### src/sv/tspf_pkg.sv
`default_nettype none

package tspf_pkg;

    localparam int SLOT_COUNT_DEF       = 16;
    localparam int ENTRIES_PER_SLOT_DEF = 4;

    // operation codes
    localparam logic [2:0] OP_REGISTER   = 3'd0;
    localparam logic [2:0] OP_ATTACH_EQ  = 3'd1;
    localparam logic [2:0] OP_ATTACH_BTW = 3'd2;
    localparam logic [2:0] OP_DETACH     = 3'd3;
    localparam logic [2:0] OP_CHECK      = 3'd4;

    // slot value types
    localparam logic [1:0] KIND_INT  = 2'd0;
    localparam logic [1:0] KIND_CHAR = 2'd1;
    localparam logic [1:0] KIND_NONE = 2'd3;

    // predicate entry kinds
    localparam logic [1:0] ENT_EMPTY   = 2'd0;
    localparam logic [1:0] ENT_INT_EQ  = 2'd1;
    localparam logic [1:0] ENT_INT_BTW = 2'd2;
    localparam logic [1:0] ENT_CHAR_EQ = 2'd3;

    // status codes
    localparam logic [2:0] ST_OK         = 3'd0;
    localparam logic [2:0] ST_FULL       = 3'd1;
    localparam logic [2:0] ST_WRONG_TYPE = 3'd2;
    localparam logic [2:0] ST_BAD_RANGE  = 3'd3;
    localparam logic [2:0] ST_NO_ENTRY   = 3'd4;

    typedef struct packed {
        logic [2:0]         op;
        logic [3:0]         slot_index;
        logic [1:0]         value_type;
        logic signed [31:0] value_a;
        logic signed [31:0] value_b;
    } t_in_item;

    typedef struct packed {
        logic [2:0] status;
        logic       allowed;
        logic [3:0] assigned_slot;
    } t_out_item;

    typedef enum logic [2:0] {
        S_IDLE,
        S_LOOKUP,
        S_DECIDE,
        S_SCAN,
        S_TEST,
        S_EMIT
    } t_state;

    typedef struct packed {
        logic load;
        logic slot_rd;
        logic exec;
        logic ent_rd;
        logic ent_test;
        logic emit;
    } t_dp_cmd;

    typedef struct packed {
        logic need_scan;
        logic hit;
        logic last;
        logic out_busy;
    } t_dp_sts;

endpackage

`default_nettype wire

### src/sv/tspf_ctrl.sv
`default_nettype none

module tspf_ctrl import tspf_pkg::*; (
    input  logic    i_clk,
    input  logic    i_rst_n,
    input  logic    i_in_valid,
    output logic    o_in_stall,
    input  t_dp_sts i_sts,
    output t_dp_cmd o_cmd
);

    t_state r_state;
    t_state n_state;

    always_ff @(posedge i_clk) begin
        if (!i_rst_n) begin
            r_state <= S_IDLE;
        end else begin
            r_state <= n_state;
        end
    end

    always_comb begin
        n_state = r_state;
        unique case (r_state)
            S_IDLE: begin
                if (i_in_valid) n_state = S_LOOKUP;
            end
            S_LOOKUP: n_state = S_DECIDE;
            S_DECIDE: n_state = i_sts.need_scan ? S_SCAN : S_EMIT;
            S_SCAN:   n_state = S_TEST;
            S_TEST: begin
                n_state = (i_sts.hit || i_sts.last) ? S_EMIT : S_SCAN;
            end
            S_EMIT: begin
                if (!i_sts.out_busy) n_state = S_IDLE;
            end
            default: n_state = S_IDLE;
        endcase
    end

    always_comb begin
        o_in_stall     = (r_state != S_IDLE);
        o_cmd          = '0;
        o_cmd.load     = (r_state == S_IDLE) && i_in_valid;
        o_cmd.slot_rd  = (r_state == S_LOOKUP);
        o_cmd.exec     = (r_state == S_DECIDE);
        o_cmd.ent_rd   = (r_state == S_SCAN);
        o_cmd.ent_test = (r_state == S_TEST);
        o_cmd.emit     = (r_state == S_EMIT) && !i_sts.out_busy;
    end

endmodule

`default_nettype wire

### src/sv/tspf_dp.sv
`default_nettype none

module tspf_dp import tspf_pkg::*; #(
    parameter int SLOT_COUNT       = SLOT_COUNT_DEF,
    parameter int ENTRIES_PER_SLOT = ENTRIES_PER_SLOT_DEF
) (
    input  logic      i_clk,
    input  logic      i_rst_n,
    input  t_in_item  i_in_item,
    input  t_dp_cmd   i_cmd,
    output t_dp_sts   o_sts,
    output logic      o_out_valid,
    input  logic      i_out_stall,
    output t_out_item o_out_item
);

    localparam int TOTAL  = SLOT_COUNT * ENTRIES_PER_SLOT;
    localparam int SLOT_W = (SLOT_COUNT > 1) ? $clog2(SLOT_COUNT) : 1;
    localparam int NF_W   = $clog2(SLOT_COUNT + 1);
    localparam int ENT_W  = (TOTAL > 1) ? $clog2(TOTAL) : 1;
    localparam int CNT_W  = $clog2(ENTRIES_PER_SLOT + 1);

    // item and addressing
    t_in_item          r_item;
    logic              r_in_range;
    logic [SLOT_W-1:0] r_slot_addr;
    logic [ENT_W-1:0]  r_ent_base;
    logic              n_in_range;
    logic [SLOT_W-1:0] n_slot_addr;

    // slot table: kind and fill count per slot, valid bit per slot
    logic [NF_W-1:0]       r_next_free;
    logic [SLOT_COUNT-1:0] r_slot_vld;
    logic [1:0]            r_slot_kind_mem [SLOT_COUNT];
    logic [CNT_W-1:0]      r_slot_cnt_mem  [SLOT_COUNT];
    logic [1:0]            r_rd_kind_raw;
    logic [CNT_W-1:0]      r_rd_cnt_raw;
    logic                  r_rd_vld;
    logic [1:0]            cur_kind;
    logic [CNT_W-1:0]      cur_cnt;

    // predicate entries
    logic [1:0]  r_ent_kind_mem   [TOTAL];
    logic [31:0] r_ent_first_mem  [TOTAL];
    logic [31:0] r_ent_second_mem [TOTAL];
    logic [1:0]  r_ent_kind;
    logic [31:0] r_ent_first;
    logic [31:0] r_ent_second;
    logic [CNT_W-1:0] r_scan;
    logic [ENT_W-1:0] ent_raddr;
    logic [ENT_W-1:0] ent_waddr;

    // working result
    logic [2:0] r_status;
    logic       r_allowed;
    logic [3:0] r_assigned;

    logic        r_out_valid;
    t_out_item   r_out_item;

    // decide step
    logic              is_full;
    logic              bad_range;
    logic              type_ok;
    logic              no_entry;
    logic              kind_match;
    logic [2:0]        exec_status;
    logic              exec_allowed;
    logic [3:0]        exec_assigned;
    logic              slot_we;
    logic [SLOT_W-1:0] slot_waddr;
    logic [1:0]        slot_wkind;
    logic [CNT_W-1:0]  slot_wcnt;
    logic              set_vld;
    logic              ent_we;
    logic [1:0]        ent_wkind;
    logic [31:0]       ent_wfirst;
    logic              hit;

    assign n_in_range  = (int'(i_in_item.slot_index) < SLOT_COUNT);
    assign n_slot_addr = n_in_range ? SLOT_W'(i_in_item.slot_index) : '0;

    always_ff @(posedge i_clk) begin
        if (i_cmd.load) begin
            r_item      <= i_in_item;
            r_in_range  <= n_in_range;
            r_slot_addr <= n_slot_addr;
            r_ent_base  <= ENT_W'(int'(n_slot_addr) * ENTRIES_PER_SLOT);
        end
    end

    // registered slot read; a slot never registered reads as type none, no entries
    always_ff @(posedge i_clk) begin
        if (i_cmd.slot_rd) begin
            r_rd_kind_raw <= r_slot_kind_mem[r_slot_addr];
            r_rd_cnt_raw  <= r_slot_cnt_mem[r_slot_addr];
            r_rd_vld      <= r_slot_vld[r_slot_addr];
        end
    end

    assign cur_kind = r_rd_vld ? r_rd_kind_raw : KIND_NONE;
    assign cur_cnt  = r_rd_vld ? r_rd_cnt_raw : '0;

    assign is_full    = (r_next_free == NF_W'(SLOT_COUNT));
    assign bad_range  = ($signed(r_item.value_a) >= $signed(r_item.value_b));
    assign type_ok    = r_in_range && ((cur_kind == KIND_INT) ||
                        ((r_item.op == OP_ATTACH_EQ) && (cur_kind == KIND_CHAR)));
    assign no_entry   = (cur_cnt >= CNT_W'(ENTRIES_PER_SLOT));
    assign kind_match = r_in_range && (cur_kind == r_item.value_type);
    assign ent_waddr  = r_ent_base + ENT_W'(cur_cnt);
    assign ent_raddr  = r_ent_base + ENT_W'(r_scan);

    always_comb begin
        exec_status   = ST_OK;
        exec_allowed  = 1'b0;
        exec_assigned = '0;
        slot_we       = 1'b0;
        slot_waddr    = r_slot_addr;
        slot_wkind    = cur_kind;
        slot_wcnt     = '0;
        set_vld       = 1'b0;
        ent_we        = 1'b0;
        ent_wkind     = ENT_INT_EQ;
        ent_wfirst    = r_item.value_a;
        unique case (r_item.op)
            OP_REGISTER: begin
                if (is_full) begin
                    exec_status = ST_FULL;
                end else begin
                    exec_assigned = 4'(r_next_free);
                    slot_we       = 1'b1;
                    slot_waddr    = SLOT_W'(r_next_free);
                    slot_wkind    = r_item.value_type;
                    set_vld       = 1'b1;
                end
            end
            OP_ATTACH_EQ, OP_ATTACH_BTW: begin
                // range is checked before the slot type
                priority if ((r_item.op == OP_ATTACH_BTW) && bad_range) begin
                    exec_status = ST_BAD_RANGE;
                end else if (!type_ok) begin
                    exec_status = ST_WRONG_TYPE;
                end else if (no_entry) begin
                    exec_status = ST_NO_ENTRY;
                end else begin
                    ent_we    = 1'b1;
                    slot_we   = 1'b1;
                    slot_wcnt = CNT_W'(cur_cnt + 1'b1);
                    if (r_item.op == OP_ATTACH_BTW) begin
                        ent_wkind = ENT_INT_BTW;
                    end else if (cur_kind == KIND_CHAR) begin
                        ent_wkind  = ENT_CHAR_EQ;
                        ent_wfirst = {24'b0, r_item.value_a[7:0]};
                    end else begin
                        ent_wkind = ENT_INT_EQ;
                    end
                end
            end
            OP_DETACH: begin
                slot_we = r_in_range;
            end
            OP_CHECK: begin
                // a matching slot with no predicates passes
                exec_allowed = kind_match && (cur_cnt == '0);
            end
            default: begin
            end
        endcase
    end

    always_ff @(posedge i_clk) begin
        if (i_cmd.exec && slot_we) begin
            r_slot_kind_mem[slot_waddr] <= slot_wkind;
            r_slot_cnt_mem[slot_waddr]  <= slot_wcnt;
        end
        if (i_cmd.exec && ent_we) begin
            r_ent_kind_mem[ent_waddr]   <= ent_wkind;
            r_ent_first_mem[ent_waddr]  <= ent_wfirst;
            r_ent_second_mem[ent_waddr] <= r_item.value_b;
        end
    end

    always_ff @(posedge i_clk) begin
        if (i_cmd.ent_rd) begin
            r_ent_kind   <= r_ent_kind_mem[ent_raddr];
            r_ent_first  <= r_ent_first_mem[ent_raddr];
            r_ent_second <= r_ent_second_mem[ent_raddr];
        end
    end

    always_comb begin
        unique case (r_ent_kind)
            ENT_EMPTY:   hit = 1'b0;
            ENT_INT_EQ:  hit = (r_ent_first == r_item.value_a);
            ENT_INT_BTW: hit = ($signed(r_item.value_a) >= $signed(r_ent_first)) &&
                               ($signed(r_item.value_a) <= $signed(r_ent_second));
            ENT_CHAR_EQ: hit = (r_ent_first == {24'b0, r_item.value_a[7:0]});
        endcase
    end

    always_ff @(posedge i_clk) begin
        if (i_cmd.exec) begin
            r_status   <= exec_status;
            r_allowed  <= exec_allowed;
            r_assigned <= exec_assigned;
            r_scan     <= '0;
        end else if (i_cmd.ent_test) begin
            r_allowed <= hit;
            r_scan    <= CNT_W'(r_scan + 1'b1);
        end
    end

    always_ff @(posedge i_clk) begin
        if (!i_rst_n) begin
            r_next_free <= '0;
            r_slot_vld  <= '0;
        end else if (i_cmd.exec && set_vld) begin
            r_next_free             <= NF_W'(r_next_free + 1'b1);
            r_slot_vld[slot_waddr] <= 1'b1;
        end
    end

    always_ff @(posedge i_clk) begin
        if (!i_rst_n) begin
            r_out_valid <= 1'b0;
        end else if (i_cmd.emit) begin
            r_out_valid <= 1'b1;
        end else if (!i_out_stall) begin
            r_out_valid <= 1'b0;
        end
    end

    always_ff @(posedge i_clk) begin
        if (i_cmd.emit) begin
            r_out_item.status        <= r_status;
            r_out_item.allowed       <= r_allowed;
            r_out_item.assigned_slot <= r_assigned;
        end
    end

    always_comb begin
        o_sts.need_scan = (r_item.op == OP_CHECK) && kind_match && (cur_cnt != '0);
        o_sts.hit       = hit;
        o_sts.last      = (CNT_W'(r_scan + 1'b1) == cur_cnt);
        o_sts.out_busy  = r_out_valid && i_out_stall;
    end

    assign o_out_valid = r_out_valid;
    assign o_out_item  = r_out_item;

endmodule

`default_nettype wire

### src/sv/typed_slot_predicate_filter.sv
// Flow: an accepted item is registered, its slot is read into a register (LOOKUP), the
// operation is decided and written (DECIDE), and the result enters the output register (EMIT).
// A check of a slot with entries first walks them one entry at a time, an entry read (SCAN)
// then a test (TEST), up to the first hit or the last entry; the input stalls until EMIT is done.
// Reset (synchronous, active low) clears the state machine, the next-free counter,
// the per-slot valid bits and the output valid; there is no memory clearing pass.
`default_nettype none

module typed_slot_predicate_filter import tspf_pkg::*; #(
    parameter int SLOT_COUNT       = SLOT_COUNT_DEF,
    parameter int ENTRIES_PER_SLOT = ENTRIES_PER_SLOT_DEF
) (
    input  logic      i_clk,
    input  logic      i_rst_n,
    input  logic      i_in_valid,
    output logic      o_in_stall,
    input  t_in_item  i_in_item,
    output logic      o_out_valid,
    input  logic      i_out_stall,
    output t_out_item o_out_item
);

    t_dp_cmd cmd;
    t_dp_sts sts;

    tspf_ctrl u_ctrl (
        .i_clk      (i_clk),
        .i_rst_n    (i_rst_n),
        .i_in_valid (i_in_valid),
        .o_in_stall (o_in_stall),
        .i_sts      (sts),
        .o_cmd      (cmd)
    );

    tspf_dp #(
        .SLOT_COUNT       (SLOT_COUNT),
        .ENTRIES_PER_SLOT (ENTRIES_PER_SLOT)
    ) u_dp (
        .i_clk       (i_clk),
        .i_rst_n     (i_rst_n),
        .i_in_item   (i_in_item),
        .i_cmd       (cmd),
        .o_sts       (sts),
        .o_out_valid (o_out_valid),
        .i_out_stall (i_out_stall),
        .o_out_item  (o_out_item)
    );

endmodule

`default_nettype wire

### config.mk
export PLATFORM = sky130hd
export DESIGN_NAME = typed_slot_predicate_filter
export DESIGN_NICKNAME = d
export VERILOG_FILES = /design/src/sv/tspf_pkg.sv /design/src/sv/tspf_ctrl.sv /design/src/sv/tspf_dp.sv /design/src/sv/typed_slot_predicate_filter.sv
export SDC_FILE = /design/constraint.sdc
export NUM_CORES = 2
export LEC_CHECK = 0
export BUFFER_PORTS_ARGS = -buffer_cell sky130_fd_sc_hd__buf_2
export CORE_ASPECT_RATIO = 1.1
export CORE_MARGIN = 1.5
export CORE_UTILIZATION = 45
export DETAILED_ROUTE_END_ITERATION = 10
export GPL_ROUTABILITY_DRIVEN = 0
export GPL_TIMING_DRIVEN = 0
export PLACE_DENSITY_LB_ADDON = 0.2
export SETUP_SLACK_MARGIN = 0.1
export SLEW_MARGIN = 0
export SYNTH_ARGS = -nofsm -noshare
export SYNTH_HDL_FRONTEND = slang
export SYNTH_HIERARCHICAL = 1
export SYNTH_MEMORY_MAX_BITS = 65536
export SYNTH_SLANG_ARGS = --single-unit
### constraint.sdc
create_clock -name i_clk -period 21.1 [get_ports i_clk]
set_clock_uncertainty 0.2 [all_clocks]
set_input_delay 6.33 -clock i_clk [delete_from_list [all_inputs] [get_ports i_clk]]
set_output_delay 6.33 -clock i_clk [all_outputs]
set_load 0.01 [all_outputs]
==> impl_metrics.yaml <==
clock_network:
  post_cts_buffers: 0
  ctsResizeCount: 0
  tritoncts: "built"
  cts_root_buf: "clkbuf_16"
  htreeDepth: 5
  numCtsBuffers: 443
  clk_latency_ns: 1.01
  cts_sinks: 4493
  cts_max_path_buffers: 4
  cts_hold_buf: 0
  clk_pin_slew_ns: 0.06
yosys:
  synthDistinctLibCells: 63
  ys_seq_area_share_pct: 77.8
  syn-num-nets: 7251
  ys.flop_type: "edfxtp_1"
  synthArstFlopShare_pct: 0
  synthTopCellsByArea: "edfxtp_1 78%, mux4_2 18%, ha_1 0.76%"
  yosys_warnings: 6
  ys_ff_latch: 4493
  synth_top_area_share_pct: 77.5
  synth_edf_count: 4465
  synth_area_per_cell_sq_um: 24.5
  syn_area_sq_um: 173000
  synthCells: 7069
  yosysTopAreaCell: "edfxtp_1"
status:
  violations: "capacitance limit, slew limit"
  status: "complete, but fails checks"
global_routing:
  grt-ovfl-total: 0
  grt_pass1_wl_mm: 663
  grt_max_degree: 66
  grt_pass1_vias: 85237
  antenna_found_initial: 35
  track_usage_pct: 24.5
timing:
  rsz0062_at_grt: "no"
  tightest_slew_ns: 1.51
  max_freq_ghz: 0.117
  setup_violations: 0
  fin_ws_ns: 12.59
  fin_hold_ws_ns: 0.218
  tns_ns: 0
  final-hold-violation-count: 0
  timing.final.max_slew_violations: 10
  period_minus_slack_ns: 8.51
  fin_crit_sh_pct: 40.3
  slew_headroom_pct: -0.374
die:
  ioPinCount: 87
  rows: 238
  die-area_sq_um: 388000
  initial_core_util_pct: 45.2
  core_sq_um: 382000
  die_y_um: 653
  fp.dieW_um: 594
finish:
  syn_to_final_growth_pct: 17.4
  fill_cells: 28979
  final_core_util_pct: 53.1
  stdcell_area_sq_um: 203000
  drive_above_1_share_pct: 35.0
  regArea_sq_um: 135000
  multi_input_area_sq_um: 36800
  fin_cells: 13724
  layout.nets: 8469
job:
  maxCapViolCount: 1
worst_setup_path:
  worstSetupStartpoint: "u_ctrl/r_state[0]"
  crit_type: "register to primary output"
  arrival_ns: 1.98
  crit_fanout: 10
  worstSetupEndpoint: "o_in_stall"
  end_kind: "primary output"
  r2r-start: "u_dp/r_item[31]"
  critical_path_required_ns: 14.57
  worstReg2RegEnd: "u_dp/r_ent_first_mem[3][25]"
  worstRegToRegCells: 18
  start_kind: "register"
  rrSetupSlack_ns: 13.11
power:
  finalPower_mw: 22.7
  p_leak_nw: 63.5
  powerDensity_nw_per_um2: 112
  ir_drop_uv: 78.8
placed_design:
  io_buffers: 86
  hpwlAfterDp_mm: 347
  dp_slack_ns: 12.94
  placed_cell_area_sq_um: 189000
  placedCellCount: 12879
detailed_routing:
  vias: 83620
  drc_errors: 0
  drt_iter0_drc: 11085
  drt_pre_antenna_iters: 8
  wl_mm: 478
  antenna_left: 0
  routedWlPerCell_um: 34.8
  vias_per_cell: 6.09
min_path:
  min_path_type: "register to register"
-- state kept, by name, summed over array words and instances (netlist names) --
register               cells
u_dp/r_ent_second         32
u_dp/r_status              3
u_dp/r_assigned            4
u_dp/r_ent_kind_mem      128
u_dp/r_allowed             1
u_dp/r_slot_vld           16
u_dp/r_slot_addr           4
u_dp/r_rd_cnt_raw          3
u_dp/r_ent_first_mem    2048
u_dp/r_next_free           5
u_ctrl/r_state             3
u_dp/r_ent_second_mem   2048
u_dp/r_slot_kind_mem      32
u_dp/r_ent_first          32
u_dp/r_rd_kind_raw         2
u_dp/r_ent_kind            2
u_dp/r_item               69
u_dp/o_out_valid           1
u_dp/r_slot_cnt_mem       48
u_dp/r_rd_vld              1
u_dp/r_scan                3
u_dp/o_out_item            8
-- how the worst min path moves through the flow --
stage | start | endpoint | slack, ns | cells past startpoint
floorplan | u_dp/r_assigned[0] | u_dp/o_out_item[0] | 0.20 | 0
global placement | u_dp/r_assigned[2] | u_dp/o_out_item[2] | 0.21 | 0
detailed placement | u_dp/r_status[0] | u_dp/o_out_item[5] | 0.20 | 0
CTS | u_dp/r_status[1] | u_dp/o_out_item[6] | 0.22 | 0
global route | u_dp/r_assigned[2] | u_dp/o_out_item[2] | 0.22 | 0
finish | u_dp/r_status[0] | u_dp/o_out_item[5] | 0.22 | 0
-- placed cells by master, fill, tap and decap left out, drive strengths merged, types with 28 or more instances in the layout --
cell type,synthesis,routed
bufinv,0,33
and2,34,34
buf,169,940
clkinv,0,202
dfxtp,28,28
ha,105,105
o21ai,40,40
diode,0,30
mux4,1398,1398
edfxtp,4465,4465
nor3,77,77
clkbuf,183,730
inv,114,129
nor2,57,57
a21oi,64,64
nand2,76,76
-- area by class of cell --
type | instances | area share [%]
Timing Repair Buffer | 773 | 4.57
Antenna cell | 30 | 0.0370
Sequential cell | 4493 | 66.3
Inverter | 114 | 0.211
Clock buffer | 545 | 5.68
Multi-Input combinational cell | 2110 | 18.1
Tap cell | 5040 | 3.11
Clock inverter | 267 | 1.18
Buffer | 352 | 0.764
-- metal layers --
metal / track usage [%] / vias up / wire length, um
met4: 8.71 / 10 / 18100
met5: 0 / - / 69
li1: - / 33161 / -
met2: 40.6 / 3852 / 237000
met3: 4.66 / 774 / 38800
met1: 32.7 / 45823 / 184000
-- power breakdown --
group          internal, mW  leakage (nW)  total [mW]  switching [mW]
sequential             10.0          40.4        10.1          0.0998
clock                  4.29          6.77        7.66            3.37
combinational          2.20          16.4        4.91            2.71
total                  16.5          63.5        22.7            6.19
-- cells by family after synthesis --
kind of cell | after synthesis | synth area share, %
simple gates | 345 | 1.01
xor+xnor | 24 | 0.122
buf+inv | 466 | 1.13
mux | 1424 | 18.4
fa+ha+maj | 105 | 0.759
compound gates | 212 | 0.791
flops | 4493 | 77.8
-- cell usage after synthesis, drive strengths merged, types with 3 or more instances --
| library cell | count |
|---|---|
| edfxtp | 4465 |
| mux4 | 1398 |
| clkbuf | 183 |
| buf | 169 |
| inv | 114 |
| ha | 105 |
| nor3 | 77 |
| nand2 | 76 |
| a21oi | 64 |
| nor2 | 57 |
| o21ai | 40 |
| and2 | 34 |
| dfxtp | 28 |
| nand4 | 21 |
| mux2i | 19 |
| nand3 | 18 |
| nor2b | 18 |
| o21a | 18 |
| a21o | 15 |
| xor2 | 13 |
| nand2b | 12 |
| xnor2 | 11 |
| a22oi | 10 |
| a211oi | 9 |
| mux2 | 7 |
| o22ai | 7 |
| a2111oi | 6 |
| a221oi | 6 |
| nand3b | 6 |
| nor4 | 6 |
| a32oi | 5 |
| and3 | 5 |
| o211ai | 5 |
| a31oi | 4 |
| o31ai | 4 |
| a21boi | 3 |
| a22o | 3 |
| nor4bb | 3 |
-- worst max-delay path, cell delays in order (launching register included) --
cell     delay, ns
dfxtp_1       0.31
buf_6         0.13
or3_1         0.38
buf_2         0.17
No activity file was read; power rests on OpenSTA's default activity.
